==> src/hdl/bech_pkg.sv <==
// Shared types, constants and functions of the uppercase bech32 encoder.
// Used by the front, queue, back and top level in hdl/; depends on nothing else.
package bech_pkg;

    // Length limits of one encoded string
    localparam int MAX_OUT    = 90;
    localparam int PREFIX_MAX = 83;
    localparam int PFX_AW     = $clog2(PREFIX_MAX);
    localparam int LEN_W      = 7;

    // Command queue between front and back
    localparam int QDEPTH = 2;
    localparam int QAW    = $clog2(QDEPTH);

    // Item opcodes
    localparam logic [1:0] OP_PREFIX = 2'd0;
    localparam logic [1:0] OP_DATA   = 2'd1;
    localparam logic [1:0] OP_FINISH = 2'd2;
    localparam logic [1:0] OP_NONE   = 2'd3;

    // Character codes
    localparam logic [7:0] CHAR_MIN = 8'd33;
    localparam logic [7:0] CHAR_MAX = 8'd126;
    localparam logic [7:0] UPPER_A  = 8'h41;
    localparam logic [7:0] UPPER_Z  = 8'h5a;
    localparam logic [7:0] LOWER_A  = 8'h61;
    localparam logic [7:0] LOWER_Z  = 8'h7a;
    localparam logic [7:0] CASE_GAP = 8'd32;
    localparam logic [7:0] SEP_CHAR = 8'h31;
    localparam logic [7:0] ERR_CHAR = 8'h00;

    // Symbol alphabet, first symbol in the top byte
    localparam logic [8*32-1:0] CHARSET = "QPZRY9X8GF2TVDW0S3JN54KHCE6MUA7L";

    // BCH generator terms
    localparam logic [29:0] GEN0 = 30'h3b6a57b2;
    localparam logic [29:0] GEN1 = 30'h26508e6d;
    localparam logic [29:0] GEN2 = 30'h1ea119fa;
    localparam logic [29:0] GEN3 = 30'h3d4233dd;
    localparam logic [29:0] GEN4 = 30'h2a1462b3;

    // Classified item as it travels through the queue
    typedef struct packed {
        logic [1:0] op;
        logic [7:0] value;    // data byte, or prefix character in upper case
        logic       char_ok;  // prefix character inside the printable range
        logic [2:0] hi;       // high bits of the lower-case character
        logic [4:0] lo;       // low bits of the lower-case character
    } t_cmd;

    // Queue status
    typedef struct packed {
        logic           empty;
        logic           full;
        logic [QAW:0]   count;
    } t_q_stat;

    // One step of the checksum polynomial
    function automatic logic [29:0] fold(input logic [29:0] acc, input logic [4:0] sym);
        logic [29:0] r;
        logic [4:0]  top;
        top = acc[29:25];
        r   = {acc[24:0], sym};
        if (top[0]) r = r ^ GEN0;
        if (top[1]) r = r ^ GEN1;
        if (top[2]) r = r ^ GEN2;
        if (top[3]) r = r ^ GEN3;
        if (top[4]) r = r ^ GEN4;
        return r;
    endfunction

    // Symbol to uppercase character
    function automatic logic [7:0] sym_char(input logic [4:0] sym);
        logic [4:0] pos;
        pos = 5'd31 - sym;
        return CHARSET[{pos, 3'b000} +: 8];
    endfunction

endpackage

==> src/hdl/bech32_upper_encoder.sv <==
// Top level of the streaming uppercase bech32 encoder.
// Depends on bech_pkg, bech_front, bech_fifo, bech_back (and bech_ram below it).
//
//  channel | dir | handshake                  | fields
//  --------+-----+----------------------------+-------------------------------
//  input   | in  | i_in_valid  / o_in_stall   | i_op, i_value
//  output  | out | o_out_valid / i_out_stall  | o_character, o_last, o_error
//
// Front: one item per cycle while the two-entry command queue has room.
// Back: prefix characters, dropped items and errors are handled in the idle state; a data
// byte emits one or two 5-bit symbols; finish emits any tail symbol and six checksum characters.
// The first data or finish item first replays the prefix RAM and emits the separator.
// Reset is synchronous, active low; no clearing pass is needed. A stalled output
// holds its register and the back; the input stalls once the queue is full.
module bech32_upper_encoder (
    input  logic       i_clk,
    input  logic       i_rst_n,
    input  logic       i_in_valid,
    output logic       o_in_stall,
    input  logic [1:0] i_op,
    input  logic [7:0] i_value,
    output logic       o_out_valid,
    input  logic       i_out_stall,
    output logic [7:0] o_character,
    output logic       o_last,
    output logic       o_error
);

    bech_pkg::t_cmd    w_front_cmd;
    bech_pkg::t_cmd    w_q_cmd;
    bech_pkg::t_q_stat w_q_stat;
    logic              w_push;
    logic              w_pop;

    bech_front u_front (
        .i_valid  (i_in_valid),
        .o_stall  (o_in_stall),
        .i_op     (i_op),
        .i_value  (i_value),
        .i_q_stat (w_q_stat),
        .o_push   (w_push),
        .o_cmd    (w_front_cmd)
    );

    bech_fifo u_fifo (
        .i_clk   (i_clk),
        .i_rst_n (i_rst_n),
        .i_push  (w_push),
        .i_cmd   (w_front_cmd),
        .i_pop   (w_pop),
        .o_cmd   (w_q_cmd),
        .o_stat  (w_q_stat)
    );

    bech_back u_back (
        .i_clk       (i_clk),
        .i_rst_n     (i_rst_n),
        .i_cmd       (w_q_cmd),
        .i_q_stat    (w_q_stat),
        .o_pop       (w_pop),
        .o_valid     (o_out_valid),
        .i_stall     (i_out_stall),
        .o_character (o_character),
        .o_last      (o_last),
        .o_error     (o_error)
    );

`ifndef SYNTH
    // An error result closes the message and carries no character
    a_err_form: assert property (@(posedge i_clk) disable iff (!i_rst_n)
        (o_out_valid && o_error) |-> (o_last && o_character == bech_pkg::ERR_CHAR))
        else $error("error result not marked last or carries a character");

    // The back never takes a command from an empty queue
    a_pop_nonempty: assert property (@(posedge i_clk) disable iff (!i_rst_n)
        w_pop |-> !w_q_stat.empty)
        else $error("pop from empty command queue");

    // The queue fill never exceeds its depth
    a_q_bound: assert property (@(posedge i_clk) disable iff (!i_rst_n)
        w_q_stat.count <= (bech_pkg::QAW + 1)'(bech_pkg::QDEPTH))
        else $error("command queue overflow");

    // A full queue stalls the input and takes no push
    a_no_push_full: assert property (@(posedge i_clk) disable iff (!i_rst_n)
        w_q_stat.full |-> (!w_push && o_in_stall))
        else $error("push into full command queue");
`endif

endmodule

==> src/hdl/bech_ram.sv <==
// Generic single-write, single-read RAM with registered read data.
// No dependencies.
module bech_ram #(
    parameter int WIDTH = 8,
    parameter int DEPTH = 16
) (
    input  logic                     i_clk,
    input  logic                     i_wr_en,
    input  logic [$clog2(DEPTH)-1:0] i_wr_addr,
    input  logic [WIDTH-1:0]         i_wr_data,
    input  logic [$clog2(DEPTH)-1:0] i_rd_addr,
    output logic [WIDTH-1:0]         o_rd_data
);

    logic [WIDTH-1:0] r_mem [DEPTH];
    logic [WIDTH-1:0] r_rd_data;

    // Write port and registered read port
    always_ff @(posedge i_clk) begin
        if (i_wr_en) begin
            r_mem[i_wr_addr] <= i_wr_data;
        end
        r_rd_data <= r_mem[i_rd_addr];
    end

    assign o_rd_data = r_rd_data;

endmodule

==> src/hdl/bech_front.sv <==
// Input side: accepts items and classifies them into queue commands.
// Depends on bech_pkg.
module bech_front (
    input  logic             i_valid,
    output logic             o_stall,
    input  logic [1:0]       i_op,
    input  logic [7:0]       i_value,
    input  bech_pkg::t_q_stat i_q_stat,
    output logic             o_push,
    output bech_pkg::t_cmd   o_cmd
);

    logic       w_is_upper;
    logic       w_is_lower;
    logic [7:0] w_lower;
    logic [7:0] w_upper;

    // Hold the input while the queue is full; drop unused opcodes
    assign o_stall = i_q_stat.full;
    assign o_push  = i_valid && !i_q_stat.full && (i_op != bech_pkg::OP_NONE);

    // Case folding of prefix characters
    always_comb begin
        w_is_upper = (i_value >= bech_pkg::UPPER_A) && (i_value <= bech_pkg::UPPER_Z);
        w_is_lower = (i_value >= bech_pkg::LOWER_A) && (i_value <= bech_pkg::LOWER_Z);
        w_lower    = w_is_upper ? i_value + bech_pkg::CASE_GAP : i_value;
        w_upper    = w_is_lower ? i_value - bech_pkg::CASE_GAP : i_value;
    end

    // Build the command
    always_comb begin
        o_cmd.op      = i_op;
        o_cmd.value   = (i_op == bech_pkg::OP_PREFIX) ? w_upper : i_value;
        o_cmd.char_ok = (i_value >= bech_pkg::CHAR_MIN) && (i_value <= bech_pkg::CHAR_MAX);
        o_cmd.hi      = w_lower[7:5];
        o_cmd.lo      = w_lower[4:0];
    end

endmodule

==> src/hdl/bech_fifo.sv <==
// Short command queue between the classifying front and the encoding back.
// Depends on bech_pkg.
module bech_fifo (
    input  logic              i_clk,
    input  logic              i_rst_n,
    input  logic              i_push,
    input  bech_pkg::t_cmd    i_cmd,
    input  logic              i_pop,
    output bech_pkg::t_cmd    o_cmd,
    output bech_pkg::t_q_stat o_stat
);

    localparam logic [bech_pkg::QAW-1:0] LAST_PTR = bech_pkg::QAW'(bech_pkg::QDEPTH - 1);
    localparam logic [bech_pkg::QAW:0]   FULL_CNT = (bech_pkg::QAW + 1)'(bech_pkg::QDEPTH);

    bech_pkg::t_cmd             r_mem [bech_pkg::QDEPTH];
    logic [bech_pkg::QAW-1:0]   r_wptr;
    logic [bech_pkg::QAW-1:0]   r_rptr;
    logic [bech_pkg::QAW:0]     r_count;
    logic [bech_pkg::QAW-1:0]   n_wptr;
    logic [bech_pkg::QAW-1:0]   n_rptr;
    logic [bech_pkg::QAW:0]     n_count;

    // Advance pointers with wrap
    always_comb begin
        n_wptr  = r_wptr;
        n_rptr  = r_rptr;
        n_count = r_count;
        if (i_push) begin
            n_wptr = (r_wptr == LAST_PTR) ? '0 : r_wptr + 1'b1;
        end
        if (i_pop) begin
            n_rptr = (r_rptr == LAST_PTR) ? '0 : r_rptr + 1'b1;
        end
        if (i_push && !i_pop) begin
            n_count = r_count + 1'b1;
        end else if (!i_push && i_pop) begin
            n_count = r_count - 1'b1;
        end
    end

    always_ff @(posedge i_clk) begin
        if (!i_rst_n) begin
            r_wptr  <= '0;
            r_rptr  <= '0;
            r_count <= '0;
        end else begin
            r_wptr  <= n_wptr;
            r_rptr  <= n_rptr;
            r_count <= n_count;
        end
    end

    // Store the payload
    always_ff @(posedge i_clk) begin
        if (i_push) begin
            r_mem[r_wptr] <= i_cmd;
        end
    end

    assign o_cmd        = r_mem[r_rptr];
    assign o_stat.empty = (r_count == '0);
    assign o_stat.full  = (r_count == FULL_CNT);
    assign o_stat.count = r_count;

endmodule

==> src/hdl/bech_back.sv <==
// Encoding back end: checksum, prefix store, symbol regrouping, output register.
// Depends on bech_pkg and bech_ram.
module bech_back (
    input  logic              i_clk,
    input  logic              i_rst_n,
    input  bech_pkg::t_cmd    i_cmd,
    input  bech_pkg::t_q_stat i_q_stat,
    output logic              o_pop,
    output logic              o_valid,
    input  logic              i_stall,
    output logic [7:0]        o_character,
    output logic              o_last,
    output logic              o_error
);

    // Sequencer states
    localparam logic [3:0] S_IDLE   = 4'd0;
    localparam logic [3:0] S_ZERO   = 4'd1;
    localparam logic [3:0] S_REPLAY = 4'd2;
    localparam logic [3:0] S_SEP    = 4'd3;
    localparam logic [3:0] S_DSYM   = 4'd4;
    localparam logic [3:0] S_TAIL   = 4'd5;
    localparam logic [3:0] S_PAD    = 4'd6;
    localparam logic [3:0] S_CSUM   = 4'd7;

    // Message phases
    localparam logic [1:0] PH_PREFIX = 2'd0;
    localparam logic [1:0] PH_DATA   = 2'd1;
    localparam logic [1:0] PH_DROP   = 2'd2;

    localparam int         LW        = bech_pkg::LEN_W;
    localparam int         AW        = bech_pkg::PFX_AW;
    localparam logic [2:0] STEP_LAST = 3'd5;   // six checksum steps, counted from zero
    localparam logic [7:0] MAX_LEN   = 8'(bech_pkg::MAX_OUT);
    localparam logic [7:0] CSUM_LEN  = 8'd6;
    localparam logic [7:0] PFX_TAIL  = 8'd8;   // separator plus checksum plus one
    localparam logic [7:0] SYM_TWO   = 8'd2;
    localparam logic [7:0] SYM_THREE = 8'd3;
    localparam logic [3:0] SYM_BITS  = 4'd5;
    localparam logic [3:0] BYTE_BITS = 4'd8;

    logic [3:0]    r_state, n_state;
    logic [1:0]    r_phase, n_phase;
    logic [29:0]   r_ck, n_ck;
    logic [3:0]    r_lv, n_lv;
    logic [2:0]    r_lc, n_lc;
    logic [LW-1:0] r_len, n_len;
    logic [LW-1:0] r_emit, n_emit;
    logic [LW-1:0] r_idx, n_idx;
    logic [2:0]    r_cnt, n_cnt;
    logic [11:0]   r_acc, n_acc;
    logic [3:0]    r_bits, n_bits;
    logic [1:0]    r_kind, n_kind;

    logic          r_o_valid;
    logic [7:0]    r_o_char;
    logic          r_o_last;
    logic          r_o_err;

    logic          w_emit_ok;
    logic          w_ld;
    logic [7:0]    w_ld_char;
    logic          w_ld_last;
    logic          w_fail;
    logic          w_clr_msg;
    logic          w_ram_we;
    logic [AW-1:0] w_rd_addr;
    logic [4:0]    w_rd_data;
    logic          w_pfx_full;
    logic [7:0]    w_base;
    logic [7:0]    w_total;
    logic          w_too_long;
    logic [3:0]    w_nb;
    logic [4:0]    w_dsym;
    logic [3:0]    w_keep;
    logic [4:0]    w_tsym;
    logic [LW-1:0] w_idx_inc;

    // Stored low parts of the prefix
    bech_ram #(
        .WIDTH (5),
        .DEPTH (bech_pkg::PREFIX_MAX)
    ) u_pfx_ram (
        .i_clk     (i_clk),
        .i_wr_en   (w_ram_we),
        .i_wr_addr (r_len[AW-1:0]),
        .i_wr_data (i_cmd.lo),
        .i_rd_addr (w_rd_addr),
        .o_rd_data (w_rd_data)
    );

    // Length checks and symbol extraction
    always_comb begin
        w_emit_ok  = !r_o_valid || !i_stall;
        w_pfx_full = (r_len >= LW'(bech_pkg::PREFIX_MAX))
                     || (({1'b0, r_len} + PFX_TAIL) > MAX_LEN);
        w_base     = (r_phase == PH_PREFIX) ? {1'b0, r_len} + 8'd1 : {1'b0, r_emit};
        w_total    = w_base + ((r_lc >= 3'd3) ? SYM_THREE : SYM_TWO) + CSUM_LEN;
        w_too_long = w_total > MAX_LEN;
        w_nb       = r_bits - SYM_BITS;
        w_dsym     = 5'(r_acc >> w_nb);
        for (int j = 0; j < 4; j++) begin
            w_keep[j] = r_acc[j] && (4'(j) < w_nb);
        end
        w_tsym     = 5'({1'b0, r_lv} << (3'd5 - r_lc));
        w_idx_inc  = r_idx + 1'b1;
    end

    // Sequencer
    always_comb begin
        n_state   = r_state;
        n_phase   = r_phase;
        n_ck      = r_ck;
        n_lv      = r_lv;
        n_lc      = r_lc;
        n_len     = r_len;
        n_emit    = r_emit;
        n_idx     = r_idx;
        n_cnt     = r_cnt;
        n_acc     = r_acc;
        n_bits    = r_bits;
        n_kind    = r_kind;
        w_ld      = 1'b0;
        w_ld_char = bech_pkg::ERR_CHAR;
        w_ld_last = 1'b0;
        w_fail    = 1'b0;
        w_clr_msg = 1'b0;
        w_ram_we  = 1'b0;
        w_rd_addr = '0;
        o_pop     = 1'b0;

        unique case (r_state)
            S_IDLE: begin
                if (!i_q_stat.empty && w_emit_ok) begin
                    o_pop  = 1'b1;
                    n_kind = i_cmd.op;
                    n_cnt  = '0;
                    if (r_phase == PH_DROP) begin
                        // drop the rest of a rejected message
                        w_clr_msg = (i_cmd.op == bech_pkg::OP_FINISH);
                    end else if (i_cmd.op == bech_pkg::OP_PREFIX) begin
                        if (r_phase != PH_PREFIX || !i_cmd.char_ok || w_pfx_full) begin
                            w_fail = 1'b1;
                        end else begin
                            n_ck      = bech_pkg::fold(r_ck, {2'b00, i_cmd.hi});
                            w_ram_we  = 1'b1;
                            n_len     = r_len + 1'b1;
                            n_emit    = r_len + 1'b1;
                            w_ld      = 1'b1;
                            w_ld_char = i_cmd.value;
                        end
                    end else if (r_phase == PH_PREFIX && r_len == '0) begin
                        // empty prefix
                        w_fail    = 1'b1;
                        w_clr_msg = (i_cmd.op == bech_pkg::OP_FINISH);
                    end else if (i_cmd.op == bech_pkg::OP_DATA) begin
                        if (w_too_long) begin
                            w_fail = 1'b1;
                        end else begin
                            n_acc   = {r_lv, i_cmd.value};
                            n_bits  = {1'b0, r_lc} + BYTE_BITS;
                            n_state = (r_phase == PH_PREFIX) ? S_ZERO : S_DSYM;
                        end
                    end else begin
                        if (r_phase == PH_PREFIX) begin
                            n_state = S_ZERO;
                        end else begin
                            n_state = (r_lc != '0) ? S_TAIL : S_PAD;
                        end
                    end
                end
            end
            S_ZERO: begin
                // separator step; read address zero is presented now
                n_ck    = bech_pkg::fold(r_ck, 5'd0);
                n_idx   = '0;
                n_state = S_REPLAY;
            end
            S_REPLAY: begin
                n_ck = bech_pkg::fold(r_ck, w_rd_data);
                if (w_idx_inc == r_len) begin
                    n_state = S_SEP;
                end else begin
                    n_idx     = w_idx_inc;
                    w_rd_addr = w_idx_inc[AW-1:0];
                end
            end
            S_SEP: begin
                if (w_emit_ok) begin
                    w_ld      = 1'b1;
                    w_ld_char = bech_pkg::SEP_CHAR;
                    n_emit    = r_len + 1'b1;
                    n_phase   = PH_DATA;
                    if (r_kind == bech_pkg::OP_DATA) begin
                        n_state = S_DSYM;
                    end else begin
                        n_state = (r_lc != '0) ? S_TAIL : S_PAD;
                    end
                end
            end
            S_DSYM: begin
                if (w_emit_ok) begin
                    n_ck      = bech_pkg::fold(r_ck, w_dsym);
                    w_ld      = 1'b1;
                    w_ld_char = bech_pkg::sym_char(w_dsym);
                    n_emit    = r_emit + 1'b1;
                    n_bits    = w_nb;
                    if (w_nb < SYM_BITS) begin
                        n_lc    = w_nb[2:0];
                        n_lv    = w_keep;
                        n_state = S_IDLE;
                    end
                end
            end
            S_TAIL: begin
                if (w_emit_ok) begin
                    n_ck      = bech_pkg::fold(r_ck, w_tsym);
                    w_ld      = 1'b1;
                    w_ld_char = bech_pkg::sym_char(w_tsym);
                    n_cnt     = '0;
                    n_state   = S_PAD;
                end
            end
            S_PAD: begin
                n_ck = bech_pkg::fold(r_ck, 5'd0);
                if (r_cnt == STEP_LAST) begin
                    n_ck    = bech_pkg::fold(r_ck, 5'd0) ^ 30'd1;
                    n_cnt   = '0;
                    n_state = S_CSUM;
                end else begin
                    n_cnt = r_cnt + 1'b1;
                end
            end
            S_CSUM: begin
                if (w_emit_ok) begin
                    w_ld      = 1'b1;
                    w_ld_char = bech_pkg::sym_char(r_ck[29:25]);
                    w_ld_last = (r_cnt == STEP_LAST);
                    n_ck      = {r_ck[24:0], 5'd0};
                    n_cnt     = r_cnt + 1'b1;
                    if (r_cnt == STEP_LAST) begin
                        w_clr_msg = 1'b1;
                        n_state   = S_IDLE;
                    end
                end
            end
            default: begin
                n_state = S_IDLE;
            end
        endcase

        // reject the message
        if (w_fail) begin
            w_ld      = 1'b1;
            w_ld_char = bech_pkg::ERR_CHAR;
            w_ld_last = 1'b1;
            n_phase   = PH_DROP;
        end

        // start a new message
        if (w_clr_msg) begin
            n_ck    = 30'd1;
            n_lv    = '0;
            n_lc    = '0;
            n_len   = '0;
            n_emit  = '0;
            n_phase = PH_PREFIX;
        end
    end

    // Control and message state
    always_ff @(posedge i_clk) begin
        if (!i_rst_n) begin
            r_state <= S_IDLE;
            r_phase <= PH_PREFIX;
            r_ck    <= 30'd1;
            r_lv    <= '0;
            r_lc    <= '0;
            r_len   <= '0;
            r_emit  <= '0;
        end else begin
            r_state <= n_state;
            r_phase <= n_phase;
            r_ck    <= n_ck;
            r_lv    <= n_lv;
            r_lc    <= n_lc;
            r_len   <= n_len;
            r_emit  <= n_emit;
        end
    end

    // Working registers of the current item
    always_ff @(posedge i_clk) begin
        r_idx  <= n_idx;
        r_cnt  <= n_cnt;
        r_acc  <= n_acc;
        r_bits <= n_bits;
        r_kind <= n_kind;
    end

    // Output register: load on emit, drop valid once transferred
    always_ff @(posedge i_clk) begin
        if (!i_rst_n) begin
            r_o_valid <= 1'b0;
        end else if (w_ld) begin
            r_o_valid <= 1'b1;
        end else if (!i_stall) begin
            r_o_valid <= 1'b0;
        end
    end

    always_ff @(posedge i_clk) begin
        if (w_ld) begin
            r_o_char <= w_ld_char;
            r_o_last <= w_ld_last;
            r_o_err  <= w_fail;
        end
    end

    assign o_valid     = r_o_valid;
    assign o_character = r_o_char;
    assign o_last      = r_o_last;
    assign o_error     = r_o_err;

endmodule

==> config.mk <==
export PLATFORM = sky130hd
export DESIGN_NAME = bech32_upper_encoder
export DESIGN_NICKNAME = d
export VERILOG_FILES = /design/src/hdl/bech_pkg.sv /design/src/hdl/bech32_upper_encoder.sv /design/src/hdl/bech_ram.sv /design/src/hdl/bech_front.sv /design/src/hdl/bech_fifo.sv /design/src/hdl/bech_back.sv
export SDC_FILE = /design/constraint.sdc
export NUM_CORES = 1
export LEC_CHECK = 0
export BUFFER_PORTS_ARGS = -buffer_cell sky130_fd_sc_hd__buf_2
export CAP_MARGIN = 10
export CORE_UTILIZATION = 30
export DETAILED_ROUTE_END_ITERATION = 10
export PLACE_DENSITY = 0.47
export REMOVE_ABC_BUFFERS = 1
export SETUP_SLACK_MARGIN = 0.1
export SYNTH_ARGS = -nofsm -noshare
export SYNTH_HDL_FRONTEND = slang
export SYNTH_SLANG_ARGS = --single-unit
==> constraint.sdc <==
create_clock -name i_clk -period 5 [get_ports i_clk]
set_input_delay 0.25 -clock i_clk [delete_from_list [all_inputs] [get_ports i_clk]]
set_output_delay 0.25 -clock i_clk [all_outputs]
set_load 0.01 [all_outputs]
# --- After elaboration in Yosys (flattened, before gate mapping) ---
# Memories as Yosys holds them, arrays and structs flattened. A register that Yosys moved wholly into a read port is not among the register bits.
# Index checks and enable logic that the tools add are counted.
word_totals:
  register_bits: 100
  ramBits: 453
  mem_count: 2
memory_table:
  columns: ["name", "words", "width", "rd", "rd_ports_with_merged_regs", "wr", "line_no", "text"]
  rows:
  - ["u_back.u_pfx_ram.r_mem", 83, 5, 1, 1, 1, "bech_ram.sv:15", "logic [WIDTH-1:0] r_mem [DEPTH];"]
  - ["u_fifo.r_mem", 2, 19, 1, 1, 1, "bech_fifo.sv:16", "bech_pkg::t_cmd r_mem [bech_pkg::QDEPTH];"]
classes:
  addsub: 20
  magnitude_cmp: 15
  n_eq_ne: 34
  n_shift: 5
  n_mux: 199
  bitwise_logic: 40
  reduce_logical: 55
ops:
  columns: ["operator", "count"]
  rows:
  - ["two-way mux 30 bit", 92]
  - ["indexed part select 256 x 9 -> 8 bit (first input constant)", 3]
  - ["case mux 30 bit (7 select lines)", 1]
  - ["two-way mux 29 bit", 7]
  - ["NOT 17 bit", 7]
  - ["NOT 16 bit", 7]
  - ["NOT 14 bit", 7]
  - ["two-way mux 4 bit", 23]
  - ["NOT 13 bit", 7]
  - ["NOT 18 bit", 5]
  - ["two-way mux 8 bit", 11]
  - ["two-way mux 7 bit", 9]
  - ["case mux 8 bit (5 select lines)", 1]
  - ["two-way mux 1 bit", 36]
  - ["case mux 4 bit (8 select lines)", 1]
  - ["less-or-equal comparator 8 x 7 -> 1 bit (second input constant)", 3]
  - ["inequality test 2 x 1 -> 1 bit (second input constant)", 12]
  - ["adder 7 x 1 -> 7 bit (second input constant)", 3]
  - ["case mux 7 bit (3 select lines)", 1]
  - ["== test 4 x 3 -> 1 bit (second input constant)", 4]
  - [">= comparator 8 x 7 -> 1 bit (second input constant)", 2]
  - ["greater-than comparator 8 x 7 -> 1 bit (second input constant)", 2]
  - ["AND reduction 8 bit", 2]
  - ["two-way mux 3 bit", 5]
  - ["56 further kinds", 117]

# --- Longest topological paths before layout ---
# Gate-level depths: netlist of run 1.
logic_depth:
  depth_word: 37
  depth_mapped: 14

# --- Hierarchy ---
# From an unflattened synthesis of run 1, not the netlist that was laid out.
unflattened:
  cells_unflattened: 1878
  hier_area_um2: 25826.0
by_module_without_submodules:
  columns: ["mod", "n_inst", "cells_per_inst", "area_per_inst_um2", "seq_area_each_um2"]
  rows:
  - ["bech_ram", 1, 873, 16701.0, 12562.0]
  - ["bech_back", 1, 878, 7218.2, 2282.2]
  - ["bech_fifo", 1, 81, 1590.3, 1241.2]
  - ["bech_front", 1, 46, 316.6, 0.0]

# --- Worst setup path after synthesis of run 1 ---
# Ideal clock, no wire load.
synth_path:
  kind: "register to register"
  startpoint: "register u_back.r_bits[0]"
  endpoint: "register u_back.r_o_char[6], in the netlist u_back.o_character[6] (data pin)"
  setup_time_ps: 268
  arrival_ps: 3172
  t_required_ps: 4732
  slack_ps: 1560
  path_stages_with_launch: 14
  n_path_buf: 2
  synth_period_minus_slack_ps: 3440
  path_cell_list: "edfxtp_1 > buf_6 > buf_6 > inv_1 > ha_1 > xor2_2 > mux4_2 > nor2_1 > a31oi_2 > or2_1 > a21o_1 > a211o_1 > a221oi_2 > o21ai_1"
synth_between:
  elab_chain_len: 6
synth_rtl:
  columns: ["item", "line_no", "text"]
  rows:
  - ["start: declaration", "bech_back.sv:52", "logic [3:0] r_bits, n_bits;"]
  - ["start signal: assignment", "bech_back.sv:297", "r_bits <= n_bits;"]
  - ["subtractor 4 x 3 -> 4 bit", "bech_back.sv:100", "w_nb = r_bits - SYM_BITS;"]
  - ["via u_back.w_nb[0]", "bech_back.sv:73", "logic [3:0] w_nb;"]
  - [">> shifter 12 x 4 -> 5 bit", "bech_back.sv:101", "w_dsym = 5'(r_acc >> w_nb);"]
  - ["subtractor 5 bit", "bech_pkg.sv:75", "pos = 5'd31 - sym;"]
  - ["indexed part select 256 x 9 -> 8 bit", "bech_pkg.sv:76", "return CHARSET[{pos, 3'b000} +: 8];"]
  - ["two-way mux 8 bit", "bech_back.sv:202", "if (w_emit_ok) begin"]
  - ["case mux 8 bit (5 select lines)", "bech_back.sv:132", "unique case (r_state)"]
  - ["end signal: assignment", "bech_back.sv:314", "r_o_char <= w_ld_char;"]
  - ["end: declaration", "bech_back.sv:56", "logic [7:0] r_o_char;"]
# The timed path passes the listed nets, and every way through them passes these cells.
# A chain may end at the register's enable or synchronous reset.

# --- Final worst setup path of run 1 ---
layout_path:
  startpoint: "register u_back.r_idx[0]"
  endpoint: "register u_back.u_pfx_ram.r_rd_data[2], in the netlist u_back.u_pfx_ram.o_rd_data[2] (read register of u_back.u_pfx_ram.r_mem)"
layout_between:
  elab_chain_len: 4
layout_rtl:
  columns: ["item", "line_no", "text"]
  rows:
  - ["start: declaration", "bech_back.sv:49", "logic [LW-1:0] r_idx, n_idx;"]
  - ["start signal: assignment", "bech_back.sv:294", "r_idx <= n_idx;"]
  - ["adder 7 x 1 -> 7 bit (*)", "bech_back.sv:106", "w_idx_inc = r_idx + 1'b1;"]
  - ["via u_back.w_idx_inc[1]", "bech_back.sv:77", "logic [LW-1:0] w_idx_inc;"]
  - ["== test 7 bit", "bech_back.sv:181", "if (w_idx_inc == r_len) begin"]
  - ["two-way mux 7 bit (*)", "bech_back.sv:181", null]
  - ["two-way mux 7 bit (*)", "bech_back.sv:132", null]
  - ["end: declaration", "bech_ram.sv:16", "logic [WIDTH-1:0] r_rd_data;"]
# Mark *: on every way through the listed nets, which the timed path passes. The rest lies on a longest branch.

==> results of run 1 <==
-- metal layers --
metal | share of wire (%) | track usage, % | vias up
li1 | - | - | 8171
met1 | 44 | 24.69 | 9170
met2 | 48 | 29.99 | 603
met3 | 5.9 | 2.670 | 117
met4 | 2.5 | 5.348 | 0
met5 | 0 | 0 | -
-- critical path: stages, from the launching register on --
cell	delay [ns]
edfxtp_1	0.49
ha_1	0.38
xnor2_1	0.20
nand3_1	0.12
mux2i_2	0.29
nand4_1	0.33
buf_4	0.30
nand2_1	0.54
a211oi_1	0.17
o311ai_0	0.71
nand4_1	0.29
o211ai_1	0.29
-- through the flow --
step / std cells / setup slack (ns)
after floorplan: 2042 / -0.6212
after global placement: 3240 / 0.9156
after detailed placement: 3240 / 0.8273
after CTS: 3360 / 0.8231
after global routing: 3360 / 0.5523
final: 3362 / 0.8206
-- Yosys cell counts (9+ instances only) --
master	number	share of area, %
and3_1	41	1.0
nand2_1	325	4.8
o211ai_1	18	0.53
a21o_1	9	0.27
buf_2	43	0.84
nand4_1	18	0.44
dfxtp_1	67	5.3
buf_4	9	0.27
or3_1	18	0.44
o311ai_0	17	0.58
a311oi_1	12	0.41
a21boi_0	11	0.32
xnor2_1	36	1.2
buf_1	9	0.13
o221ai_1	12	0.41
inv_1	31	0.46
mux2_2	10	0.44
nor2b_1	12	0.29
o31ai_1	9	0.27
nor4_1	9	0.22
edfxtp_1	481	57
a22oi_1	12	0.35
o21ai_0	103	2.0
a211oi_1	55	1.6
o22ai_1	27	0.66
clkbuf_1	69	1.0
a21oi_1	110	2.2
mux2i_1	36	1.4
nor3_1	34	0.67
xor2_1	36	1.2
mux4_2	25	2.2
ha_1	25	1.2
nor2_1	210	3.1
nand3_1	79	1.6
a31oi_1	31	0.76
-- worst max path at each step --
stage                     slack [ns]                       endpoint         startpoint
final                           0.82  u_back.u_pfx_ram.o_rd_data[2]    u_back.r_idx[0]
after global routing            0.55          u_back.o_character[6]   u_back.r_bits[0]
after CTS                       0.82  u_back.u_pfx_ram.o_rd_data[2]    u_back.r_idx[0]
after detailed placement        0.83  u_back.u_pfx_ram.o_rd_data[2]    u_back.r_idx[0]
after global placement          0.92  u_back.u_pfx_ram.o_rd_data[2]    u_back.r_idx[0]
after floorplan                -0.62  u_back.u_pfx_ram.o_rd_data[3]  u_back.r_state[0]
-- flip-flops by register name, indices dropped and copies added, names as in the netlist, 2 cells and up, named ones only --
signal                      cells
u_back.r_emit                   7
u_back.u_pfx_ram.o_rd_data      5
u_fifo.r_mem                   28
u_back.r_bits                   4
u_back.r_cnt                    3
u_back.r_idx                    7
u_back.r_lv                     4
u_back.r_acc                   12
u_back.o_character              8
u_back.r_phase                  2
u_back.r_lc                     3
u_back.r_ck                    30
u_back.r_len                    7
u_fifo.r_count                  2
u_back.r_kind                   2
u_back.u_pfx_ram.r_mem        415
u_back.r_state                  3
-- cell families (layout without fill, tap and decap cells) --
| kind of cell | after synthesis | after routing |
|---|---|---|
| muxes | 72 | 72 |
| AOI/OAI and AO/OA | 492 | 492 |
| DFF | 548 | 548 |
| and+or+nand+nor | 793 | 793 |
| xor gates and xnor gates | 76 | 76 |
| buffers and inverters | 172 | 220 |
| adders and majority gates | 25 | 25 |
| other | 0 | 2 |
-- final cells by class --
class	instances	share of cell area (%)
clock buffer	76	5.503
sequential	548	54.62
tap	1134	4.910
multi-input combinational	1458	31.12
antenna	2	0.01732
timing repair buffer	73	1.844
inverter	36	0.4763
clock inverter	35	1.511
-- power by group --
| part | leakage, nW | total (mW) | switching (mW) | internal [mW] |
|---|---|---|---|---|
| sequential | 4.89 | 5.88 | 0.324 | 5.56 |
| clock | 0.972 | 4.57 | 1.91 | 2.67 |
| combinational | 3.62 | 3.51 | 2.34 | 1.17 |
==> impl_metrics.py, run 1 <==
metrics = {
    "status": {
        "status": "finished clean",
    },
    "clocking": {
        "postCtsHoldBufs": 9,
        "post_cts_resize_count": 0,
        "cts_setup_buffers": 0,
        "path_clk_slew_ns": 0.06,
        "cts_max_path_buffers": 3,
        "cts_root_buf": "clkbuf_16",
        "cts.sinks": 548,
        "insertion_delay_ns": 0.65,
        "cts_tree": "done",
        "htreeDepth": 2,
        "cts_made_buffers": 59,
    },
    "routing": {
        "firstDrtPassIters": 5,
        "drcViolationCount": 0,
        "ant_nets": 0,
        "vias_per_cell": 5.372,
        "routedWlPerCell_um": 23.49,
        "wl_mm": 78.99,
        "via_count": 18060,
        "drt_iter0_drc": 1905,
    },
    "critical_path": {
        "path_class": "reg2reg",
        "timing.rr.end": "u_back.u_pfx_ram.o_rd_data[2]",
        "cp.arrival_ns": 4.73,
        "cp-end-kind": "register",
        "cp_max_fo": 12,
        "start_kind": "register",
        "rr_startpoint": "u_back.r_idx[0]",
        "rr_worst_depth": 11,
        "r2r_slack_ns": 0.82,
        "crit_required_ns": 5.55,
    },
    "hold_path": {
        "holdPathEnd": "u_fifo.r_wptr",
        "hold_path_depth": 5,
        "hold_path.class": "in2reg",
        "hp-start": "i_in_valid",
    },
    "layout": {
        "final_common_cell": "edfxtp_1",
        "nNetsFinal": 2215,
        "utilization_pct": 34.48,
        "multi_input_area_mm2": 0.008992,
        "area_growth_pct": 13.44,
        "drive_gt1_share_pct": 10.56,
        "register_area_mm2": 0.01579,
        "fillers": 8379,
        "final_cell_mix": "edfxtp_1 (481), nand2_1 (325), nor2_1 (210)",
        "final_area_mm2": 0.02890,
    },
    "sta": {
        "post-route-period-util_pct": 83.59,
        "rsz0062_at_grt": "false",
        "fmax_ghz": 0.2393,
        "hold_ws_ns": 0.07578,
        "setup_viol": 0,
        "hold_violations": 0,
        "min_period_ns": 4.179,
        "fin_tns_setup_ns": 0,
        "fin_skew_ns": 0.03054,
        "drv_slew": 0,
        "max_slew_margin_pct": 26.49,
        "worst_pin_slew_ns": 1.098,
    },
    "synth": {
        "synth_xor_area_share_pct": 2.780,
        "avgSynthCellArea_um2": 11.70,
        "synthArstFlopShare_pct": 0,
        "yosysSeqAreaShare_pct": 61.96,
        "syn_area_mm2": 0.02548,
        "synth-edff-count": 481,
        "yosys.area_share.adder_pct": 1.228,
        "synth-compound-area-share_pct": 12.96,
        "yosys_register_bits": 548,
        "synth_top_family_by_area": "simple AND/OR/NAND/NOR gates",
        "ys.flop_type": "edfxtp_1",
        "synthDistinctLibCells": 102,
        "yosys.area_share.simple_pct": 13.95,
        "syn-instance-count": 2178,
        "synthMuxAreaShare_pct": 4.121,
        "yosysWarnings": 0,
    },
    "grt": {
        "antenna_found_initial": 2,
        "grt_use_total_pct": 18.18,
        "grt_overflow_total": 0,
        "grt_pass1_vias": 17820,
        "grt_max_degree": 80,
        "grt_first_pass_wirelength_mm": 117.9,
    },
    "die": {
        "core_area_mm2": 0.08382,
        "initial_core_util_pct": 30.39,
        "io_pins": 26,
        "die_y_um": 293.4,
        "dieArea_mm2": 0.08609,
        "die_x_um": 293.4,
        "num_rows": 106,
    },
    "power_and_ir_drop": {
        "max-vdd-ir-drop_uv": 359.6,
        "total_power_mw": 13.97,
        "p_leak_nw": 9.487,
        "powerDensity_mw_per_mm2": 483.3,
    },
    "placement": {
        "hpwl_mm": 51.34,
        "dpl_cell_area_mm2": 0.02677,
        "portBuffers": 25,
        "gp_congestion": 0.9231,
    },
    "run": {
        "maxCapViolations": 0,
    },
}
(Power assumes the default switching activity.)
==> inputs of run 2 (changes only) <==
- ABC_AREA: unset -> 1
- PLACE_DENSITY: 0.47 -> 0.48
- clock period: 5 -> 3.8 ns (I/O delays scaled with it)
==> run 2 against run 1 <==
Non-clock buffer count is 50 higher. Combinational power is 75% higher. First-iteration DRC count is 22% lower. Clock-buffer cell count is 2 lower. Worst hold slack better by 0.0076 ns. Global-route usage is 1.1 points lower. Wire length is 1.2% lower. Flip-flop and latch count stayed put. Design area is 6.6% higher. Largest power group unchanged.
==> impl_metrics.py, run 2 <==
metrics = {
    "clocking": {
        "htreeDepth": 2,
        "path_clk_slew_ns": 0.06,
        "cts_tree": "done",
        "cts_made_buffers": 61,
        "insertion_delay_ns": 0.66,
        "cts_max_path_buffers": 3,
        "cts.sinks": 548,
        "cts_root_buf": "clkbuf_16",
    },
    "placement": {
        "gp_congestion": 0.8813,
        "hpwl_mm": 48.61,
        "portBuffers": 25,
    },
    "critical_path": {
        "start_kind": "register",
        "path_class": "reg2reg",
        "cp-end-kind": "register",
        "cp.arrival_ns": 3.76,
        "cp_max_fo": 23,
        "crit_required_ns": 4.14,
    },
    "layout": {
        "reg.largest.list": "u_back.u_pfx_ram.r_mem: 415 flops, u_back.r_ck: 30 flops, u_fifo.r_mem: 28 flops",
        "antenna_cells": 0,
        "nNetsFinal": 2876,
        "multi_input_area_mm2": 0.009125,
        "fillers": 9041,
        "final_cell_mix": "edfxtp_1 (481), nand2_1 (466), nand3_1 (440)",
        "final_common_cell": "edfxtp_1",
        "drive_gt1_share_pct": 9.314,
        "top_register": "u_back.u_pfx_ram.r_mem",
        "register_area_mm2": 0.01579,
        "area_growth_pct": 14.20,
        "largest_reg_flops": 415,
    },
    "sta": {
        "hold_violations": 0,
        "fmax_ghz": 0.2927,
        "rsz0062_at_grt": "false",
        "setup_viol": 0,
        "fin_skew_ns": 0.04905,
        "fin_tns_setup_ns": 0,
        "worst_pin_slew_ns": 1.137,
        "post-route-period-util_pct": 89.90,
        "max_slew_margin_pct": 24.11,
        "min_period_ns": 3.416,
        "drv_slew": 0,
    },
    "grt": {
        "antenna_found_initial": 2,
        "grt_pass1_vias": 20130,
        "grt_first_pass_wirelength_mm": 119.7,
        "grt_overflow_total": 0,
        "grt_max_degree": 157,
        "grt_use_total_pct": 17.10,
    },
    "routing": {
        "routedWlPerCell_um": 19.26,
        "drcViolationCount": 0,
        "vias_per_cell": 4.969,
        "via_count": 20140,
        "wl_mm": 78.04,
        "firstDrtPassIters": 7,
        "ant_nets": 0,
        "drt_iter0_drc": 1495,
    },
    "synth": {
        "yosys.area.top_type_share_pct": 53.56,
        "syn-instance-count": 2793,
        "avgSynthCellArea_um2": 9.656,
        "yosysSeqAreaShare_pct": 58.53,
        "yosys_register_bits": 548,
        "synth.largest_area_cell": "edfxtp_1",
        "synth-edff-count": 481,
        "yosysMostFrequentCell": "edfxtp_1",
        "syn_area_mm2": 0.02697,
        "synthDistinctLibCells": 65,
        "yosysWarnings": 0,
        "yosys-top-cells-area": "edfxtp_1 (54%), nand3_1 (8.2%), nand2_1 (6.5%)",
        "synth_common_cells": "edfxtp_1 (481), nand2_1 (470), nand3_1 (440)",
        "ys.flop_type": "edfxtp_1",
        "synthArstFlopShare_pct": 0,
    },
    "die": {
        "core_area_mm2": 0.08865,
        "die_y_um": 301.8,
        "dieArea_mm2": 0.09110,
        "die_x_um": 301.8,
        "num_rows": 109,
        "io_pins": 26,
        "initial_core_util_pct": 30.42,
    },
    "power_and_ir_drop": {
        "powerDensity_mw_per_mm2": 656.8,
        "max-vdd-ir-drop_uv": 367.4,
        "p_leak_nw": 11.66,
        "total_power_mw": 20.23,
    },
    "status": {
        "status": "finished clean",
    },
    "hold_path": {
        "hold_path.class": "in2reg",
    },
    "run": {
        "maxCapViolations": 0,
    },
}
run 2: layer usage:
layer  wire length, um  share of wire (%)  track usage [%]  vias up
met1             35470                 45            23.21     9800
li1                  -                  -                -     9665
met2             35980                 46            27.94      532
met3              3955                5.1            2.212      141
met4              2641                3.4            6.217        0
met5                 0                  0                0        -
run 2: worst paths after layout:
path	start	end	slack, ns	depth (start not counted)
setup / recovery	u_back.r_len[6]	u_back.o_character[7]	0.38	11
hold / removal	i_out_stall	u_back.o_valid	0.08	6
setup reg to reg	u_back.r_len[6]	u_back.o_character[7]	0.38	11
hold reg to reg	u_back.r_emit[5]	u_back.r_emit[5]	0.47	2
run 2: critical path: stages (launching register included):
cell,delay [ns]
dfxtp_1,0.47
inv_1,0.20
nor2_1,0.51
nand2_1,0.31
o2111ai_1,0.52
nor3_1,0.09
inv_1,0.14
nor2_4,0.07
buf_4,0.17
inv_2,0.32
buf_4,0.22
nor2_1,0.07
run 2: layout make-up:
type                            instances  area share (%)
Timing Repair Buffer                  123           3.352
Multi-Input combinational cell       1754           29.63
Clock inverter                         40           1.552
Inverter                              349           4.266
Clock buffer                           74           5.216
Tap cell                             1165           4.733
Sequential cell                       548           51.25
run 2: cells by family after synthesis:
logic type	after synthesis	synth area share, %
buf+inv	491	7.826
simple gates	1340	23.30
fa+ha+maj	25	1.160
compound gates	338	7.479
xor+xnor	47	1.554
mux	4	0.1485
flops	548	58.53
run 2: repair_timing:
item | CTS | global route
hold endpoints to repair | 33 | 0
setup buffers | 0 | 5
setup endpoints to repair | 0 | 282
hold buffers | 12 | 0
resized for setup | 0 | 5
run 2: report_power, final:
| part | switching, mW | internal, mW |
|---|---|---|
| registers | 0.408 | 7.55 |
| logic | 4.39 | 1.77 |
| clock network | 2.49 | 3.62 |
| total | 7.29 | 12.9 |
run 2: stage by stage:
stage / util [%] / setup WS [ns] / area (um2) / hold WS [ns] / cells
detailed placement: 32.18 / 0.2437 / 28520 / 0.4490 / 3921
global route: 34.74 / 0.1028 / 30800 / 0.1154 / 4053
finish: 34.74 / 0.3838 / 30800 / 0.08341 / 4053
global placement: 32.18 / 0.1897 / 28520 / 0.4403 / 3921
floorplan: - / -1.617 / 26170 / 0.2876 / 2651
CTS: 34.66 / 0.2279 / 30730 / 0.03607 / 4047
